===== src/hdl/mfc_pkg.sv =====
package mfc_pkg;

  localparam int unsigned HeaderBytes = 52;
  localparam int unsigned IdxW        = 6;
  localparam logic [31:0] CrcPoly     = 32'hedb8_8320;
  localparam logic [31:0] CrcOnes     = 32'hffff_ffff;

  // Header layout: first byte index past each field
  localparam logic [IdxW-1:0] EndVersion = 6'd2;
  localparam logic [IdxW-1:0] EndType    = 6'd4;
  localparam logic [IdxW-1:0] EndSource  = 6'd12;
  localparam logic [IdxW-1:0] EndDest    = 6'd20;
  localparam logic [IdxW-1:0] EndTxnHi   = 6'd28;
  localparam logic [IdxW-1:0] EndTxnLo   = 6'd36;
  localparam logic [IdxW-1:0] EndStamp   = 6'd44;
  localparam logic [IdxW-1:0] EndLength  = 6'd48;
  localparam logic [IdxW-1:0] LastHdrIdx = IdxW'(HeaderBytes - 1);

  localparam int unsigned OutDataW = 384;

  typedef enum logic [2:0] {
    StOk       = 3'd0,
    StClosed   = 3'd1,
    StIo       = 3'd2,
    StVersion  = 3'd3,
    StTooLarge = 3'd4,
    StChecksum = 3'd5
  } status_e;

  typedef struct packed {
    logic        kind;
    logic [7:0]  payload_byte;
    status_e     status;
    logic [15:0] message_type;
    logic [63:0] source_id;
    logic [63:0] destination_id;
    logic [63:0] txn_high;
    logic [63:0] txn_low;
    logic [63:0] stamp_ms;
    logic [31:0] body_length;
    logic        last;
  } result_t;

  // Reflected CRC-32, one byte
  function automatic logic [31:0] crc_byte(input logic [31:0] crc_in, input logic [7:0] b);
    logic [31:0] c;
    c = crc_in ^ {24'd0, b};
    for (int k = 0; k < 8; k++) begin
      c = (c >> 1) ^ (CrcPoly & {32{c[0]}});
    end
    return c;
  endfunction

endpackage


===== src/hdl/mfc_out_fifo.sv =====
module mfc_out_fifo (
  input  logic             clk_i,
  input  logic             rst_ni,
  input  logic             push_a_i,
  input  mfc_pkg::result_t word_a_i,
  input  logic             push_b_i,
  input  mfc_pkg::result_t word_b_i,
  input  logic             pop_i,
  output mfc_pkg::result_t head_o,
  output logic             valid_o,
  output logic             room_o
);
  import mfc_pkg::*;

  localparam int unsigned Depth = 3;

  result_t     entry_q [Depth];
  logic [1:0]  wr_ptr_q, wr_ptr_d;
  logic [1:0]  rd_ptr_q, rd_ptr_d;
  logic [1:0]  cnt_q, cnt_d;
  logic [1:0]  wr_next;

  function automatic logic [1:0] inc_ptr(input logic [1:0] p);
    return (p == 2'(Depth - 1)) ? 2'd0 : p + 2'd1;
  endfunction

  assign wr_next = inc_ptr(wr_ptr_q);

  always_comb begin
    wr_ptr_d = wr_ptr_q;
    rd_ptr_d = rd_ptr_q;
    cnt_d    = cnt_q;
    if (push_a_i && push_b_i) begin
      wr_ptr_d = inc_ptr(wr_next);
    end else if (push_a_i) begin
      wr_ptr_d = wr_next;
    end
    if (pop_i) begin
      rd_ptr_d = inc_ptr(rd_ptr_q);
    end
    cnt_d = cnt_q + {1'b0, push_a_i} + {1'b0, push_a_i & push_b_i} - {1'b0, pop_i};
  end

  always_ff @(posedge clk_i or negedge rst_ni) begin
    if (!rst_ni) begin
      wr_ptr_q <= '0;
      rd_ptr_q <= '0;
      cnt_q    <= '0;
    end else begin
      wr_ptr_q <= wr_ptr_d;
      rd_ptr_q <= rd_ptr_d;
      cnt_q    <= cnt_d;
    end
  end

  always_ff @(posedge clk_i) begin
    if (push_a_i) begin
      entry_q[wr_ptr_q] <= word_a_i;
    end
    if (push_a_i && push_b_i) begin
      entry_q[wr_next] <= word_b_i;
    end
  end

  assign head_o  = entry_q[rd_ptr_q];
  assign valid_o = (cnt_q != 2'd0);
  // Two free slots needed: one input word may give two results
  assign room_o  = (cnt_q <= 2'd1);

endmodule


===== config.mk =====
export PLATFORM = sky130hd
export DESIGN_NAME = mfc_out_fifo
export DESIGN_NICKNAME = d
export VERILOG_FILES = /design/src/hdl/mfc_pkg.sv /design/src/hdl/mfc_out_fifo.sv
export SDC_FILE = /design/constraint.sdc
export NUM_CORES = 2
export LEC_CHECK = 0
export BUFFER_PORTS_ARGS = -buffer_cell sky130_fd_sc_hd__buf_2
export CORE_AREA = 2 2 453 455
export DETAILED_ROUTE_END_ITERATION = 16
export DIE_AREA = 0 0 455 457
export SYNTH_ARGS = -nofsm -noshare
export SYNTH_HDL_FRONTEND = slang
export SYNTH_SLANG_ARGS = --single-unit

===== constraint.sdc =====
create_clock -name clk_i -period 17.95 [get_ports clk_i]
set_input_delay 0.8975 -clock clk_i [delete_from_list [all_inputs] [get_ports clk_i]]
set_output_delay 0.8975 -clock clk_i [all_outputs]
set_load 0.02 [all_outputs]

## Word-level counts from Yosys, hierarchy flattened

Memories as Yosys holds them, arrays and structs flattened.
Cells that the tools add are included.

| word-level totals | value |
|---|---|
| bits in registers | 6 |
| bits in writable memories | 1143 |
| output and inout port bits | 383 |
| logic and storage cells | 27 |
| memories kept | 1 |

Memories:

| memory | words | width | rd ports | clocked after Yosys merged registers in | wr ports | RTL line | source |
|---|---|---|---|---|---|---|---|
| entry_q | 3 | 381 | 1 | 0 | 2 | mfc_out_fifo.sv:17 | `result_t entry_q [Depth];` |

| operators by class | value |
|---|---|
| add/sub/neg operators | 6 |
| order comparisons | 1 |
| eq/ne operators | 3 |
| muxes and demuxes | 9 |
| bitwise operators | 1 |
| reductions and logical operators | 3 |

Operators with widths:

| operator | count |
|---|---|
| $mux 2 | 5 |
| $add 2x1->2 const B | 3 |
| $eq 2x2->1 const B | 3 |
| $add 2x1->2 | 2 |
| $mux 1 | 4 |
| $reduce_bool 2->1 | 2 |
| $le 2x1->1 const B | 1 |
| $sub 2x1->2 | 1 |
| $and 1x1->1 | 1 |
| $logic_and 1x1->1 | 1 |

## Longest topological paths before layout

| logic depth | value |
|---|---|
| word-level depth | 5 |
| mapped depth | 7 |
| gate-level depth less buffers | 6 |

## Least setup slack after synthesis

Ideal clock, no wire load.

| timing path | value |
|---|---|
| path type | input-to-reg |
| from | in push_b_i |
| to | mem entry_q[2][0] (netlist name) (enable) |
| setup time | 1.178 ns |
| arrival time | 17.920 ns |
| required time | 16.772 ns |
| path slack | -1.148 ns |
| cell stages on the path | 3 |
| cell sequence | buf_2 a21oi_1 nor2b_1 |

RTL lines:

| item | RTL line | source |
|---|---|---|
| start, declared | mfc_out_fifo.sv:6 | `input logic push_b_i,` |
| end, declared | mfc_out_fifo.sv:17 |  |

==> metrics.txt <==
syn_nets 4494; drt pass-1 iters 5; final worst path period need 5.67 ns; Post-Syn Area 0.0559 sq mm; synth warn 0; fraction of layout cells with a size suffix above 1 49.6%; status completed; critical path launch point type register; Leak 0.0254 uW; die width 455 um; CP Capture Type primary output; clk_skew 0.0289 ns; setup ws final 12.28 ns; fillers 19944; io pins 1150; CP max stage cell buf_4; I/O Buffers 1149; Synth-to-Final Area Change 23.4%; dpl ws 12.99 ns; first-pass GRT wire length 274000 um; total of max-cap violations 0; # clock sinks 1149; DR vias/cell 4.81; die height 457 um; Hold Vio Cnt, Final 0; CP Cell Sequence buf_12 > buf_4 > buf_4 > mux2i_1 > o21ai_0 > buf_2; design area 0.0690 sq mm; Seq/Total Area, Yosys 61.6%; FF+latch count, synth 1149; VDD IR max 0.0972 mV; CTS tree yes; fin nets 5575; f_max 0.176 GHz; Setup violations, final 0; Tightest Pin Transition 1.13 ns; crit-path max cell delay 0.81 ns; unrepaired setup endpoints after global routing no; full die area 0.208 sq mm; htree depth 4; CP max FO 93; Slew Limit Fails 0; Placement Cell Area 0.0644 sq mm; crit path kind register to primary output; dpl hpwl 137000 um; cts repair resizes 0; initial core utilization 27.5%; initial antenna violation count 198; vias in the first global route 36247; fin crit share 31.6%; CTS clk-pin slew, worst paths 0.07 ns; CTS buffer count 138; DRC 0; gr ovfl total 0; largest net degree at the start of global routing 206; mean area per synthesized cell 15.0 sq um; CTS root buffer clkbuf_16; total length of routed wires 198000 um; PwrDens 137 mW/mm^2; WL per Instance 25.6 um; CP arrival 4.77 ns; RePlAce Congestion 0.948; power after layout 9460 uW; Req. time, crit path 17.05 ns; Worst-Skew Late Latency 0.80 ns; drt first-iter violations 3275; headroom to the max-slew limit 24.6%; Worst Hold Class primary input to register; GRT Total Usage 18.3%; Synth cell types 25; TNS Setup 0 ns; fin util 33.9%; Std-Cell Rows 166; Max clock buf depth 3; via count 37190; Final ANT Viol Nets 0; Core Box Area 0.203 sq mm; Critical Path Most Common Cell buf_4; cell count after synthesis 3725
## routing by layer
layer / share of wire, % / global-route usage (%) / wire length (um)
met1: 38 / 21.9 / 75600
met2: 47 / 28.9 / 92100
met3: 11 / 7.35 / 21400
met4: 3.9 / 7.72 / 7680
met5: 0.37 / 0 / 729
## per-stage QoR
| stage | hold WS, ns | instances |
|---|---|---|
| floorplan | 0.573 | 3725 |
| detailed placement | 0.613 | 7353 |
| CTS | 0.292 | 7604 |
| finish | 0.400 | 7730 |
| global placement | 0.602 | 7353 |
| global route | 0.324 | 7653 |
## synthesized netlist by cell type
cell type | number | area (sq um)
edfxtp_1 | 1143 | 34300
nand2_1 | 385 | 1450
a21oi_1 | 3 | 15.0
nor2b_1 | 2 | 12.5
o21ai_0 | 383 | 1920
nand3_1 | 2 | 10.0
clkbuf_1 | 89 | 334
nand2b_1 | 1 | 6.26
mux2_1 | 90 | 1010
ha_1 | 2 | 25.0
buf_6 | 10 | 113
o21bai_1 | 1 | 7.51
xnor2_1 | 3 | 26.3
nor3_1 | 1 | 5.00
inv_1 | 3 | 11.3
dfrtp_1 | 6 | 150
nor2_1 | 5 | 18.8
buf_1 | 33 | 124
buf_2 | 114 | 571
mux2_2 | 1054 | 11900
xor2_1 | 1 | 8.76
and2b_1 | 1 | 7.51
buf_4 | 10 | 75.1
mux2i_1 | 382 | 3820
nor3_2 | 1 | 10.0
## critical path: cells and delay by family (launching register included)
family          cells  cell delay [ns]
buf+inv             4             2.33
mux                 1             0.16
flops               1             0.78
compound gates      1             0.28
## path summary, 6_finish.rpt
check	start	cells after the start	slack [ns]	to
setup / recovery	rd_ptr_q[0]	6	12.28	head_o[148]
max in group asynchronous	rst_ni	2	17.06	rd_ptr_q[1]
min in group asynchronous	rst_ni	2	0.55	cnt_q[1]
hold reg to reg	cnt_q[1]	2	0.61	cnt_q[1]
hold / removal	word_b_i[319]	2	0.40	entry_q[2][319]
setup reg to reg	wr_ptr_q[1]	6	13.67	entry_q[1][217]
## report_power, final
group / switching (uW) / internal [uW] / total, uW / leakage (uW)
logic: 2150 / 1070 / 3210 / 0.0126
clock network: 1180 / 1540 / 2720 / 0.00208
registers: 130 / 3400 / 3530 / 0.0108
total: 3460 / 6010 / 9460 / 0.0254
## sequential cells by signal, summed over array words and instances, names as in the netlist
register	cells
cnt_q	2
wr_ptr_q	2
rd_ptr_q	2
entry_q	1143
## area by class of cell
class | instances | area [sq um] | share of cell area, %
tap | 2688 | 3360 | 4.88
clock buffer | 176 | 3700 | 5.37
sequential | 1149 | 34500 | 50.0
multi-input combinational | 2317 | 20300 | 29.4
timing repair buffer | 1197 | 6240 | 9.04
clock inverter | 74 | 603 | 0.874
antenna | 126 | 315 | 0.457
inverter | 3 | 11.3 | 0.0163
## layout by cell type, fill, tap and decap left out, drive strengths merged, types with 2 or more instances in the layout
master	n
a21oi	3
buf	1196
bufinv	5
clkbuf	176
clkinv	56
clkinvlp	5
dfrtp	6
diode	126
edfxtp	1143
ha	2
inv	11
mux2	1144
mux2i	382
nand2	385
nand3	2
nor2	5
nor2b	2
nor3	2
o21ai	383
xnor2	3
## cell families after synthesis
group | share of synthesized area, %
AND/OR/NAND/NOR | 2.71
buffers and inverters | 2.19
XOR/XNOR | 0.0627
flip-flops | 61.6
multiplexers | 29.9
adder cells (fa/ha/maj) | 0.0447
AO/OA/AOI/OAI | 3.47
## repair_timing
action,4_1_cts,5_1_grt
setup buffers,0,0
hold endpoints to repair,6,0
hold buffers,1,0
(Power assumes the default switching activity.)
